## src/design/kpi_pkg.sv

```systemverilog
// Shared types and constants for the kernel projection index block.
// No dependencies; every other design file imports this package.
package kpi_pkg;

    localparam int MAX_POINTS = 1024;
    localparam int ADDR_W     = $clog2(MAX_POINTS);
    localparam int CNT_W      = $clog2(MAX_POINTS + 1);
    localparam int COORD_W    = 32;
    localparam int NN_W       = 2 * CNT_W;
    localparam int OUT_W      = 80;

    localparam logic [31:0] INV_BW_RESET  = 32'd65536;
    localparam logic [31:0] FOUR_OVER_PI  = 32'd2734261102;
    localparam logic [32:0] ONE_Q32       = 33'h1_0000_0000;

    typedef struct packed {
        logic [CNT_W-1:0] n;
        logic             dropped;
    } job_t;

    typedef struct packed {
        logic [63:0]      sum;
        logic [CNT_W-1:0] n;
        logic             flag;
    } pair_res_t;

endpackage

```

## src/design/kpi_queue.sv

```systemverilog
// Two-entry job queue between the point loader and the pair engine.
// Depends on kpi_pkg for job_t.
module kpi_queue (
    input  logic          clk,
    input  logic          rst_n,
    input  logic          push,
    input  kpi_pkg::job_t push_job,
    input  logic          pop,
    output logic          not_empty,
    output kpi_pkg::job_t head_job
);
    import kpi_pkg::*;

    job_t       entry_reg [2];
    logic       wr_ptr_reg;
    logic       rd_ptr_reg;
    logic [1:0] fill_reg;

    assign not_empty = (fill_reg != 2'd0);
    assign head_job  = entry_reg[rd_ptr_reg];

    always_ff @(posedge clk)
    begin
        if (push)
        begin
            entry_reg[wr_ptr_reg] <= push_job;
        end
    end

    always_ff @(posedge clk or negedge rst_n)
    begin
        if (!rst_n)
        begin
            wr_ptr_reg <= 1'b0;
            rd_ptr_reg <= 1'b0;
            fill_reg   <= 2'd0;
        end
        else
        begin
            if (push)
            begin
                wr_ptr_reg <= ~wr_ptr_reg;
            end
            if (pop)
            begin
                rd_ptr_reg <= ~rd_ptr_reg;
            end
            fill_reg <= fill_reg + {1'b0, push} - {1'b0, pop};
        end
    end

endmodule

```

## config.mk

```make
export PLATFORM = sky130hd
export DESIGN_NAME = kpi_queue
export DESIGN_NICKNAME = d
export VERILOG_FILES = /design/src/design/kpi_pkg.sv /design/src/design/kpi_queue.sv
export SDC_FILE = /design/constraint.sdc
export NUM_CORES = 1
export LEC_CHECK = 0
export ABC_AREA = 0
export BUFFER_PORTS_ARGS = -buffer_cell sky130_fd_sc_hd__buf_2
export CORE_ASPECT_RATIO = 0.75
export CORE_MARGIN = 1.5
export CORE_UTILIZATION = 30
export DETAILED_ROUTE_END_ITERATION = 6
export SYNTH_ARGS = -nofsm -noshare
export SYNTH_HDL_FRONTEND = slang
export SYNTH_SLANG_ARGS = --single-unit
```

## constraint.sdc

```tcl
create_clock -name clk -period 1.85 [get_ports clk]
set_clock_uncertainty 0.15 [all_clocks]
set_input_delay 0.37 -clock clk [delete_from_list [all_inputs] [get_ports clk]]
set_output_delay 0.37 -clock clk [all_outputs]
set_load 0.05 [all_outputs]
```

After elaboration in Yosys (flattened, before gate mapping)
Memory sizes are Yosys's and may differ from the RTL's.
Index checks and enable logic that the tools add are counted.
{"block": "totals", "elab_cells": 11, "ram_bits": 24, "reg_bits": 4, "out_inout_bits": 13, "input_bits": 16, "n_memories": 1}
{"name": "entry_reg", "depth": 2, "word_bits": 12, "read_ports": 1, "rd_clocked_by_memory_dff": 0, "wr": 1, "line": "kpi_queue.sv:14", "rtl": "job_t entry_reg [2];"}
{"block": "op_classes", "muxes": 2, "n_addsub": 2, "n_reduce_logical": 1, "bitwise_logic": 2}
{"cell": "2-bit by 1-bit adder with 2-bit output", "n": 1}
{"cell": "1-bit two-way mux", "n": 2}
{"cell": "1-bit inverter", "n": 2}
{"cell": "2-bit nonzero test", "n": 1}
{"cell": "2-bit by 1-bit subtractor with 2-bit output", "n": 1}

Depth between registers and ports, before layout
{"block": "logic_depth", "word_depth": 2, "depth_mapped": 5, "ltp_nobuf": 5}

Worst setup path before layout
Ideal clock, no wire load.
{"block": "synth_timing", "kind": "register to register", "from": "reg wr_ptr_reg", "to": "mem entry_reg[0][0] (netlist name), enable pin", "setup_ns": 0.382, "t_arrival_ns": 0.963, "slack_ns": 0.355, "stages_incl_launch_ff": 2, "synth_period_minus_slack_ns": 1.495, "required_ns": 1.318, "path_buffers": 0, "path_cell_list": "dfrtp_1 -> nor2b_1"}
{"item": "start, declared", "line": "kpi_queue.sv:15", "rtl": "logic wr_ptr_reg;"}
{"item": "start signal, assigned", "line": "kpi_queue.sv:42", "rtl": "wr_ptr_reg <= ~wr_ptr_reg;"}
{"item": "end, declared", "line": "kpi_queue.sv:14"}
Straight into the memory's write port.

==> results_dict.tcl <==
set metrics [dict create \
    status "complete, no violations" \
    synthMuxAreaShare 0.154 \
    min_delay_path_depth 1 \
    grtUsageTotal 0.0893 \
    ys.warnings.count 0 \
    tns_ns 0 \
    gp_congestion 0.609 \
    drc 0 \
    portBuffers 28 \
    endpoint_kind "primary output" \
    path_max_fanout 7 \
    pin_count 29 \
    htree_levels 1 \
    grt_pass1_vias 548 \
    rr_worst_depth 5 \
    drt_wl_total_um 1630 \
    syn_avg_cell_area_um2 21.4 \
    design.core.area_um2 3380 \
    via_per_inst 4.26 \
    drive_gt1_frac 0.562 \
    crit_required_ns 1.33 \
    fp.dieH_um 55.3 \
    worst_pin_slew_ns 0.248 \
    dieArea_um2 4020 \
    setup_viol 0 \
    min_period_ns 1.82 \
    largest_reg_flops 24 \
    cp_slowest_stage_delay_ns 0.42 \
    synth_adder_area_share 0.0229 \
    synth-xor-area-share 0.0378 \
    antenna_cells 0 \
    slew_viol_final 0 \
    start_util 0.324 \
    start_kind "flop" \
    antenna_found_initial 0 \
    synth_top_family_by_area "multiplexers" \
    clock.fmax_mhz 549 \
    critPathTopFamily "flip-flops" \
    fp-row-count 18 \
    syn_area_um2 1090 \
    antenna_left 0 \
    area_delta_synth_final_pct 35.9 \
    routedWlPerCell_um 12.6 \
    hp-class "input port to flop" \
    worst-path-buf-inv 2 \
    cts_tree "built" \
    synth-simple-area-share 0.0172 \
    fin_nets 108 \
    worstPathCellList "buf_12 -> mux2_4 -> buf_8" \
    slew_headroom 0.836 \
    clk_pin_slew_ns 0.09 \
    die_x_um 72.7 \
    firstDrtPassIters 2 \
    crit_arrival_ns 1.30 \
    ys_seq_area_frac 0.751 \
    vias 550 \
    finalCritPeriodShare 0.985 \
    synth_nets 69 \
    rsz0062_at_grt "yes" \
    synth_compound_area_frac 0 \
    crit_cells 3 \
    irDropWorstVdd_uv 698 \
    cts_made_buffers 3 \
    slowest_stage "dfrtp_1" \
    syn_inst 51 \
    crit_type "flop to primary output" \
    power_density_nw_per_um2 1700 \
    grt_pass1_wl_um 2550 \
    synth_cell_types 12 \
    holdWs_ns 0.135 \
    grt_overflow_total 0 \
    cts.sinks 28 \
    drv_cap 0 \
    post-cts-setup-buffers 0 \
    instances_no_fill 129 \
    p_leak_nw 0.630 \
    drt-initial-drc-count 31 \
    place_hpwl_um 1280 \
    clock_latency_ns 0.27 \
    nFillCells 298 \
    hold_viol 0 \
    ys_seq_elements 28 \
    grt_max_degree 16 \
    clock_path_buffers 2 \
    cts-root-buf "clkbuf_8" \
    dpl.cell_count 124 \
]
## layout by cell type, fill, tap and decap left out
cell type,instances
nor2b_1,1
buf_6,10
and2_1,1
clkinv_1,1
xor3_1,1
xor2_1,2
edfxtp_1,24
or2_2,1
ha_1,2
dfrtp_1,4
buf_12,1
buf_2,16
buf_4,4
mux2_4,12
clkbuf_8,3
dlygate4sd3_1,1
buf_8,3
inv_1,2
## timing repair
| action | 4_1_cts | 5_1_grt |
|---|---|---|
| gates resized for setup | 31 | 0 |
| hold endpoints to repair | 4 | 0 |
| pin swaps | 0 | 0 |
| hold buffers | 1 | 0 |
| setup endpoints to repair | 12 | 12 |
## routing by layer
| layer | vias up | routed length, um | global-route usage | part of all wire |
|---|---|---|---|---|
| met1 | 264 | 627 | 0.0899 | 0.38 |
| met3 | 2 | 131 | 0.0438 | 0.080 |
| li1 | 266 | - | - | - |
| met4 | 0 | 17 | 0.0323 | 0.010 |
| met2 | 18 | 853 | 0.157 | 0.52 |
| met5 | - | 0 | 0 | 0 |
## synthesized netlist by cell type (all sizes together)
library cell  count  area share
mux2             12        0.15
xor3              1       0.022
or2               1      0.0057
xor2              2       0.016
dfrtp             4       0.092
nor2b             1      0.0057
buf               1       0.010
edfxtp           24        0.66
inv               2      0.0069
and2              1      0.0057
ha                2       0.023
## area by class of cell
class | instances | area (um2) | area share
flip-flops and latches | 28 | 821 | 0.552
clock inverters | 1 | 3.75 | 0.00253
multi-input cells | 20 | 265 | 0.178
inverters | 2 | 7.51 | 0.00505
clock buffers | 3 | 41.3 | 0.0278
well taps | 40 | 50.0 | 0.0337
repair buffers | 35 | 298 | 0.200
## kinds of logic (layout without fill, tap and decap cells)
family,after synthesis,count (layout)
AND/OR/NAND/NOR,3,3
multiplexers,12,12
buffers and inverters,3,41
flip-flops,28,28
XOR/XNOR,3,3
adder cells (fa/ha/maj),2,2
## report_power, final
group	internal (mW)	switching, mW	leakage [nW]
clock network	0.149	0.171	0.0231
registers	0.851	0.0545	0.272
logic	0.598	0.707	0.335
total	1.60	0.933	0.630
## final timing paths
check	start	endpoint	slack [ns]
max reg2reg	fill_reg[0]	fill_reg[1]	0.54
min reg2reg	wr_ptr_reg	wr_ptr_reg	0.34
max in group asynchronous	rst_n	rd_ptr_reg	1.16
max	rd_ptr_reg	head_job[0]	0.03
min in group asynchronous	rst_n	fill_reg[1]	0.27
min	push_job[11]	entry_reg[1][11]	0.14
## stage by stage
stage / util / area, um2 / setup slack [ns] / total power [mW]
floorplan: - / 1090 / 0.355 / 1.76
global placement: 0.394 / 1330 / 0.259 / 2.01
detailed placement: 0.394 / 1330 / 0.249 / 2.03
CTS: 0.440 / 1490 / 0.00379 / 2.58
global route: 0.440 / 1490 / -0.0213 / 2.65
finish: 0.440 / 1490 / 0.0276 / 2.53
No activity file was read; power rests on OpenSTA's default activity.
