--- src/design/kpi_pkg.sv ---
// Shared types and constants for the kernel projection index block.
// No dependencies; every other design file imports this package.
package kpi_pkg;

    localparam int MAX_POINTS = 1024;
    localparam int ADDR_W     = $clog2(MAX_POINTS);
    localparam int CNT_W      = $clog2(MAX_POINTS + 1);
    localparam int COORD_W    = 32;
    localparam int NN_W       = 2 * CNT_W;
    localparam int OUT_W      = 80;

    localparam logic [31:0] INV_BW_RESET  = 32'd65536;
    localparam logic [31:0] FOUR_OVER_PI  = 32'd2734261102;
    localparam logic [32:0] ONE_Q32       = 33'h1_0000_0000;

    typedef struct packed {
        logic [CNT_W-1:0] n;
        logic             dropped;
    } job_t;

    typedef struct packed {
        logic [63:0]      sum;
        logic [CNT_W-1:0] n;
        logic             flag;
    } pair_res_t;

endpackage

--- src/design/kpi_finish.sv ---
// Final scaling: sum*inv_bw*inv_bw, divide by n*n, times 4/pi, saturate; output register.
// Depends on kpi_pkg; shares one 32x32 multiplier and a radix-2 divider.
module kpi_finish (
    input  logic                         clk,
    input  logic                         rst_n,
    input  logic [31:0]                  inv_bw,
    input  logic                         res_valid,
    input  kpi_pkg::pair_res_t           res,
    output logic                         res_ready,
    output logic                         out_valid,
    input  logic                         out_ready,
    output logic [kpi_pkg::OUT_W-1:0]    out_data
);
    import kpi_pkg::*;

    typedef enum logic [5:0] {
        F_IDLE = 6'b000001,
        F_MUL1 = 6'b000010,
        F_MUL2 = 6'b000100,
        F_DIV  = 6'b001000,
        F_MUL3 = 6'b010000,
        F_OUT  = 6'b100000
    } fin_state_t;

    fin_state_t       state_reg;
    logic [95:0]      ma_reg;
    logic [31:0]      mb_reg;
    logic [127:0]     acc_reg;
    logic [1:0]       word_reg;
    logic [NN_W-1:0]  nn_reg;
    logic [127:0]     div_reg;
    logic [NN_W-1:0]  rem_reg;
    logic [6:0]       step_reg;
    logic [CNT_W-1:0] n_reg;
    logic             flag_reg;
    logic [63:0]      result_reg;
    logic             out_valid_reg;

    logic [31:0]  ma_word;
    logic [63:0]  prod;
    logic [127:0] acc_next;
    logic [NN_W:0] shifted;
    logic          ge;
    logic [127:0]  div_next;

    assign res_ready = (state_reg == F_IDLE);
    assign out_valid = out_valid_reg;

    always_comb
    begin
        case (word_reg)
            2'd0:    ma_word = ma_reg[31:0];
            2'd1:    ma_word = ma_reg[63:32];
            default: ma_word = ma_reg[95:64];
        endcase
    end

    assign prod     = ma_word * mb_reg;
    assign acc_next = acc_reg + (128'(prod) << {word_reg, 5'd0});
    assign shifted  = {rem_reg, div_reg[127]};
    assign ge       = (shifted >= {1'b0, nn_reg});
    assign div_next = {div_reg[126:0], ge};

    always_ff @(posedge clk or negedge rst_n)
    begin
        if (!rst_n)
        begin
            state_reg     <= F_IDLE;
            out_valid_reg <= 1'b0;
            word_reg      <= '0;
            step_reg      <= '0;
        end
        else
        begin
            if (out_valid_reg && out_ready)
            begin
                out_valid_reg <= 1'b0;
            end
            case (state_reg)
                F_IDLE:
                begin
                    if (res_valid)
                    begin
                        word_reg  <= '0;
                        state_reg <= F_MUL1;
                    end
                end
                F_MUL1, F_MUL2, F_MUL3:
                begin
                    word_reg <= word_reg + 2'd1;
                    if (word_reg == 2'd2)
                    begin
                        word_reg <= '0;
                        case (state_reg)
                            F_MUL1:  state_reg <= F_MUL2;
                            F_MUL2:
                            begin
                                step_reg  <= '0;
                                state_reg <= F_DIV;
                            end
                            default: state_reg <= F_OUT;
                        endcase
                    end
                end
                F_DIV:
                begin
                    step_reg <= step_reg + 7'd1;
                    if (step_reg == 7'd127)
                    begin
                        state_reg <= (div_next[127:96] != '0) ? F_OUT : F_MUL3;
                    end
                end
                F_OUT:
                begin
                    if (!out_valid_reg)
                    begin
                        out_valid_reg <= 1'b1;
                        state_reg     <= F_IDLE;
                    end
                end
                default: state_reg <= F_IDLE;
            endcase
        end
    end

    // datapath, no reset needed
    always_ff @(posedge clk)
    begin
        case (state_reg)
            F_IDLE:
            begin
                ma_reg   <= {32'd0, res.sum};
                mb_reg   <= inv_bw;
                acc_reg  <= '0;
                nn_reg   <= res.n * res.n;
                n_reg    <= res.n;
                flag_reg <= res.flag;
            end
            F_MUL1, F_MUL2, F_MUL3:
            begin
                acc_reg <= acc_next;
                if (word_reg == 2'd2)
                begin
                    acc_reg <= '0;
                    if (state_reg == F_MUL1)
                    begin
                        ma_reg <= acc_next[95:0];
                    end
                    else if (state_reg == F_MUL2)
                    begin
                        div_reg <= acc_next;
                        rem_reg <= '0;
                    end
                    else if (acc_next[127])
                    begin
                        result_reg <= '1;
                        flag_reg   <= 1'b1;
                    end
                    else
                    begin
                        result_reg <= acc_next[126:63];
                    end
                end
            end
            F_DIV:
            begin
                div_reg <= div_next;
                rem_reg <= ge ? NN_W'(shifted - {1'b0, nn_reg}) : shifted[NN_W-1:0];
                if (step_reg == 7'd127)
                begin
                    ma_reg <= div_next[95:0];
                    mb_reg <= FOUR_OVER_PI;
                    if (div_next[127:96] != '0)
                    begin
                        result_reg <= '1;
                        flag_reg   <= 1'b1;
                    end
                end
            end
            F_OUT:
            begin
                if (!out_valid_reg)
                begin
                    out_data <= {4'd0, flag_reg, n_reg, result_reg};
                end
            end
            default: ;
        endcase
    end

endmodule

--- config.mk ---
export PLATFORM = sky130hd
export DESIGN_NAME = kpi_finish
export DESIGN_NICKNAME = d
export VERILOG_FILES = /design/src/design/kpi_pkg.sv /design/src/design/kpi_finish.sv
export SDC_FILE = /design/constraint.sdc
export NUM_CORES = 2
export LEC_CHECK = 0
export BUFFER_PORTS_ARGS = -buffer_cell sky130_fd_sc_hd__clkbuf_2
export CORE_MARGIN = 5
export CORE_UTILIZATION = 35
export DETAILED_ROUTE_END_ITERATION = 10
export PLACE_DENSITY = 0.59
export SLEW_MARGIN = 10
export SYNTH_ARGS = -nofsm -noshare
export SYNTH_HDL_FRONTEND = slang
export SYNTH_SLANG_ARGS = --single-unit
--- constraint.sdc ---
create_clock -name clk -period 24.8 [get_ports clk]
set_input_delay 1.24 -clock clk [delete_from_list [all_inputs] [get_ports clk]]
set_output_delay 1.24 -clock clk [all_outputs]
set_load 0.02 [all_outputs]
; ---- Yosys cells after proc, flatten, opt, wreduce, memory -nomap -nowiden
; Index checks and enable logic that the tools add are counted.
[op_classes]
add_sub_neg = 4
mul = 2
n_lt_le_gt_ge = 1
eq_ne = 19
shifts = 1
n_mux = 48
bitwise_logic = 1
reduce_logical = 17
[ops]
columns = op, count
row1 = 128-bit 2-to-1 mux, 4
row2 = 128-bit one-hot mux with 2 select lines, 2
row3 = 64-bit 2-to-1 mux, 6
row4 = 96-bit 2-to-1 mux, 3
row5 = 96-bit one-hot mux with 3 select lines, 1
row6 = 128-bit adder, 1
row7 = 32-bit one-hot mux with 2 select lines, 2
row8 = 64-bit one-hot mux with 2 select lines, 1
row9 = 64-bit by 7-bit left shift with 128-bit output, 1
row10 = 22-bit 2-to-1 mux, 4
row11 = 32-bit by 32-bit multiplier with 64-bit output, 1
row12 = 22-bit one-hot mux with 2 select lines, 1
row13 = 32-bit 2-to-1 mux, 1
row14 = 32-bit nonzero test, 1
row15 = 6-bit 2-to-1 mux, 5
row16 = 6-bit one-hot mux with 4 select lines, 1
row17 = 23-bit by 22-bit greater-or-equal comparator with 1-bit output, 1
row18 = 11-bit by 11-bit multiplier with 22-bit output, 1
row19 = 22-bit subtractor, 1
row20 = "2-bit != test, second input constant", 10
row21 = 7-bit 2-to-1 mux, 2
row22 = 7-bit one-hot mux with 2 select lines, 1
row23 = 6-bit one-hot mux with 2 select lines, 1
row24 = 4-bit AND reduction, 3
row25 = 25 further kinds, 38
[word_totals]
register_bits = 596
inputBits = 112
output_inout_bits = 82
elab_cells = 107

; ---- Depth between registers and ports, before layout
[depth]
ltp_word = 10
depth_mapped = 48
ltp_nobuf = 41

; ---- Worst setup path before layout
; No wires, ideal clock.
[synth_path]
kind = register to register
from = register word_reg[0]
to = register result_reg[59] (data pin)
setup_ps = 280
t_arrival_ps = 11339
t_required_ps = 24520
path_slack_ps = 13181
stages_incl_launch_ff = 44
synth_period_minus_slack_ps = 11619
cell_sequence = dfrtp_1 -> buf_1 -> buf_1 -> mux2i_1 -> o21ai_0 -> clkbuf_1 -> and2_1 -> fa_1 -> fa_1 -> inv_1 -> fa_1 -> fa_1 -> inv_1 -> fa_1 -> fa_1 -> fa_1 -> inv_1 -> fa_1 -> [8 not listed] -> a211o_1 -> a211oi_2 -> nor2_1 -> xor2_1 -> o22ai_1 -> ha_1 -> clkbuf_1 -> nand4_1 -> or3_1 -> or4_1 -> a2111oi_4 -> nor3_1 -> a21oi_4 -> a21oi_2 -> xnor2_2 -> buf_6 -> buf_6 -> nand3_1
[synth_via]
elab_chain_len = 10
[synth_lines]
columns = element, line
row1 = start: declaration, kpi_finish.sv:29  ; logic [1:0] word_reg;
row2 = start signal: assignment, kpi_finish.sv:90  ; word_reg <= word_reg + 2'd1;
row3 = 2-bit by 1-bit == test with 1-bit output or 2-bit logical NOT (tied branches), kpi_finish.sv:51  ; case (word_reg)
row4 = 32-bit one-hot mux with 2 select lines, kpi_finish.sv:51
row5 = 32-bit by 32-bit multiplier with 64-bit output, kpi_finish.sv:58  ; assign prod = ma_word * mb_reg;
row6 = 64-bit by 7-bit left shift with 128-bit output *, kpi_finish.sv:59  ; assign acc_next = acc_reg + (128'(prod) << {word_reg, 5'd0});
row7 = 128-bit adder *, kpi_finish.sv:59
row8 = 64-bit 2-to-1 mux *, kpi_finish.sv:154  ; else if (acc_next[127])
row9 = 64-bit 2-to-1 mux *, kpi_finish.sv:149  ; else if (state_reg == F_MUL2)
row10 = 64-bit 2-to-1 mux *, kpi_finish.sv:145  ; if (state_reg == F_MUL1)
row11 = 64-bit 2-to-1 mux *, kpi_finish.sv:142  ; if (word_reg == 2'd2)
row12 = 64-bit one-hot mux with 2 select lines *, kpi_finish.sv:129  ; case (state_reg)
row13 = end signal: assignment, kpi_finish.sv:161  ; result_reg <= acc_next[126:63];
row14 = end: declaration, kpi_finish.sv:36  ; logic [63:0] result_reg;
; Every way passes the cells marked *; elsewhere a longest branch is shown, timed or not. The select of a mux whose other input is x is not followed.
; A chain may end at the register's enable or synchronous reset.

; ---- Final worst setup path
[layout_path]
from = register word_reg[1]
to = register ma_reg[79] (data pin)
[layout_via]
elab_chain_len = 8
[layout_lines]
columns = element, line
row1 = 2-bit by 1-bit == test with 1-bit output or 2-bit logical NOT (tied branches), kpi_finish.sv:51
row2 = 32-bit one-hot mux with 2 select lines, kpi_finish.sv:51
row3 = 32-bit by 32-bit multiplier with 64-bit output, kpi_finish.sv:58
row4 = 64-bit by 7-bit left shift with 128-bit output *, kpi_finish.sv:59
row5 = 128-bit adder *, kpi_finish.sv:59
row6 = 96-bit 2-to-1 mux *, kpi_finish.sv:145
row7 = 96-bit 2-to-1 mux *, kpi_finish.sv:142
row8 = 96-bit one-hot mux with 3 select lines *, kpi_finish.sv:129
row9 = end signal: assignment, kpi_finish.sv:132  ; ma_reg <= {32'd0, res.sum};
row10 = end signal: assignment, kpi_finish.sv:147  ; ma_reg <= acc_next[95:0];
row11 = end signal: assignment, kpi_finish.sv:171  ; ma_reg <= div_next[95:0];
row12 = end: declaration, kpi_finish.sv:26  ; logic [95:0] ma_reg;
; Marked as above.

==> results.py <==
metrics = {
    "synth": {
        "ys_warn_count": 0,
        "synth_seq_cells": 594,
        "seq_area_frac_synth": 0.2530,
        "synthTopCellsByArea": "fa_1 (27%), edfxtp_1 (25%), ha_1 (8.3%)",
        "syn_area_um2": 70190,
        "async_flop_share": 0.02694,
        "yosys.area.top_type": "fa_1",
        "syn_inst": 7378,
        "synth_edf_count": 578,
        "avgSynthCellArea_um2": 9.514,
        "synth.distinct_cells": 108,
        "yosysTopAreaCellShare": 0.2738,
        "ys_dominant_reg_cell": "edfxtp_1",
    },
    "detailed_routing": {
        "drt_iter0_drc": 4324,
        "wl_um": 236800,
        "vias": 53440,
        "dr.pass1.iters": 6,
        "wire_per_inst_um": 23.56,
        "via_per_inst": 5.317,
        "ant_nets": 0,
        "drc": 0,
    },
    "worst_setup_path": {
        "crit_path_end_kind": "flip-flop",
        "cpMostUsedCell": "fa_1",
        "crit_fanout": 75,
        "crit_path_start": "word_reg[1]",
        "arrival_ps": 14550,
        "cp_slowest_cell": "o31ai_1",
        "path_class": "flip-flop to flip-flop",
        "r2r_start": "word_reg[1]",
        "startpoint_type": "flip-flop",
        "critPathMaxStageDelay_ps": 1020,
        "crit_required_ps": 25200,
    },
    "outcome": {
        "status": "finished, final reports clean",
    },
    "run": {
        "maxCapViolations": 0,
    },
    "sta": {
        "grt_setup_unrepaired": "false",
        "setup-tns-final_ps": 0,
        "setup_violations": 0,
        "finalClockSkew_ps": 81.34,
        "fin_crit_sh": 0.5705,
        "fin_crit_ps": 14150,
        "max_freq_ghz": 0.07067,
        "tightest_slew_ps": 1328,
        "slew_headroom": 0.1085,
        "final-max-slew-violation-count": 0,
        "finalHoldViolCount": 0,
    },
    "die": {
        "rows": 164,
        "core_area_um2": 199700,
        "start_util": 0.3516,
        "dieHeight_um": 457.8,
        "fp.dieW_um": 457.8,
        "dieArea_um2": 209600,
        "ios": 194,
    },
    "global_route": {
        "grt_util_all_layers": 0.2253,
        "grt_pass1_vias": 56620,
        "grt_pass1_wl_um": 360500,
        "grt_max_degree": 203,
        "overflow": 0,
        "antenna_found_initial": 8,
    },
    "placed_design": {
        "gp_congestion": 0.9590,
        "io_buffers": 189,
        "dp_hpwl_um": 187100,
    },
    "worst_hold_path": {
        "worstHoldStart": "result_reg[27]",
        "hp-class": "flip-flop to flip-flop",
    },
    "clock_tree": {
        "cts_setup_buffers": 0,
        "cts_max_level": 3,
        "cts_buffer_depth": 3,
        "root_buffer": "clkbuf_16",
        "clk_pin_slew_ps": 60,
        "hold_buffers": 0,
        "numClockSinks": 594,
        "numCtsBuffers": 76,
        "cts_tree": "yes",
        "cts_resized": 0,
        "clock_latency_ps": 760,
    },
    "layout": {
        "drive_gt1_frac": 0.06981,
        "syn_to_final_growth_pct": 8.795,
        "nets": 8867,
    },
}
## worst max-delay path: cells and delay by family, from the launching register on
family          cells  cell delay [ps]
fa+ha+maj          10             5050
compound gates     10             4110
simple gates        9             1640
buf+inv             5             1500
flops               1              590
xor+xnor            2              530
mux                 1              330
## path summary, 6_finish.rpt
path | end | slack [ps] | cells after the start
max | ma_reg[79] | 10650 | 37
min | out_data[27] | 420 | 0
max reg2reg | ma_reg[79] | 10650 | 37
min reg2reg | out_data[27] | 420 | 0
max in group asynchronous | word_reg[0] | 23830 | 1
min in group asynchronous | state_reg[4] | 520 | 1
## area by class of cell
cell class / count / area, um2
Clock buffer: 89 / 1961
Sequential cell: 594 / 17770
Antenna cell: 2 / 5.005
Multi-Input combinational cell: 5302 / 47000
Clock inverter: 51 / 606.8
Inverter: 1066 / 4001
Tap cell: 2656 / 3323
Timing Repair Buffer: 289 / 1709
Fill cell: 19960 / 123300
## stage by stage
stage	util	area (um2)	hold slack [ps]	std cells	setup WS [ps]
after floorplan	-	70210	400.3	7381	13180
after global placement	0.3696	73800	402.9	9907	10870
after detailed placement	0.3696	73800	404.5	9907	10800
after CTS	0.3825	76360	409.2	10050	10700
after global routing	0.3825	76370	425.9	10050	10100
final	0.3825	76370	417.5	10050	10650
## Yosys cell counts (13+ instances only)
| master | instances |
|---|---|
| nand2b_1 | 45 |
| mux2i_1 | 58 |
| a22o_1 | 14 |
| xor2_1 | 92 |
| o21ai_0 | 360 |
| a21oi_1 | 294 |
| nor2b_1 | 29 |
| ha_1 | 466 |
| clkbuf_1 | 382 |
| o21a_1 | 26 |
| mux2_2 | 14 |
| nor4_1 | 29 |
| nand2_1 | 961 |
| fa_1 | 960 |
| xnor2_1 | 127 |
| a21boi_0 | 13 |
| nand3_1 | 107 |
| and3_1 | 26 |
| o21bai_1 | 58 |
| buf_2 | 17 |
| inv_1 | 1064 |
| nor3_1 | 56 |
| nand4_1 | 89 |
| nor2_1 | 374 |
| a31oi_1 | 36 |
| a21o_1 | 111 |
| o22ai_1 | 35 |
| edfxtp_1 | 578 |
| a211oi_1 | 14 |
| and2_1 | 616 |
| and4_1 | 14 |
| dfrtp_1 | 15 |
| o211ai_1 | 81 |
| o31ai_1 | 17 |
## cells by family (layout without fill, tap and decap cells)
kind of cell    after synthesis  in the layout  share of synthesized area
simple gates               2404           2404                     0.1655
mux                          73             73                    0.01073
flops                       594            594                     0.2530
buf+inv                    1485           1495                    0.08073
fa+ha+maj                  1426           1426                     0.3568
other cells                   1              6                 0.00005342
xor+xnor                    220            220                    0.02756
compound gates             1175           1175                     0.1056
## placed cells by master, fill, tap and decap left out, types with 35 or more instances in the layout
master	synthesis	final
nand4_1	89	89
o22ai_1	35	35
edfxtp_1	578	578
buf_4	7	99
o21bai_1	58	58
clkbuf_16	0	76
a21o_1	111	111
nand3_1	107	107
xor2_1	92	92
nand2_1	961	955
nor3_1	56	56
mux2i_1	58	58
a21oi_1	294	294
a31oi_1	36	36
o21ai_0	360	329
inv_1	1064	1064
and2_1	616	616
xnor2_1	127	127
nand2b_1	45	45
nor2_1	374	368
fa_1	960	960
clkbuf_2	0	189
o211ai_1	81	81
ha_1	466	466
## layer usage
layer	track usage	part of all wire	vias to the layer above	wire length, um
li1	-	-	23970	-
met1	0.2918	0.41	27130	97530
met2	0.3706	0.47	1897	110900
met3	0.03174	0.061	444	14450
met4	0.1109	0.059	0	13930
met5	0	0	-	0
Power is left out: the tool's default activity adds up to more than one toggle a clock period on the data nets, which glitch-free logic cannot reach.
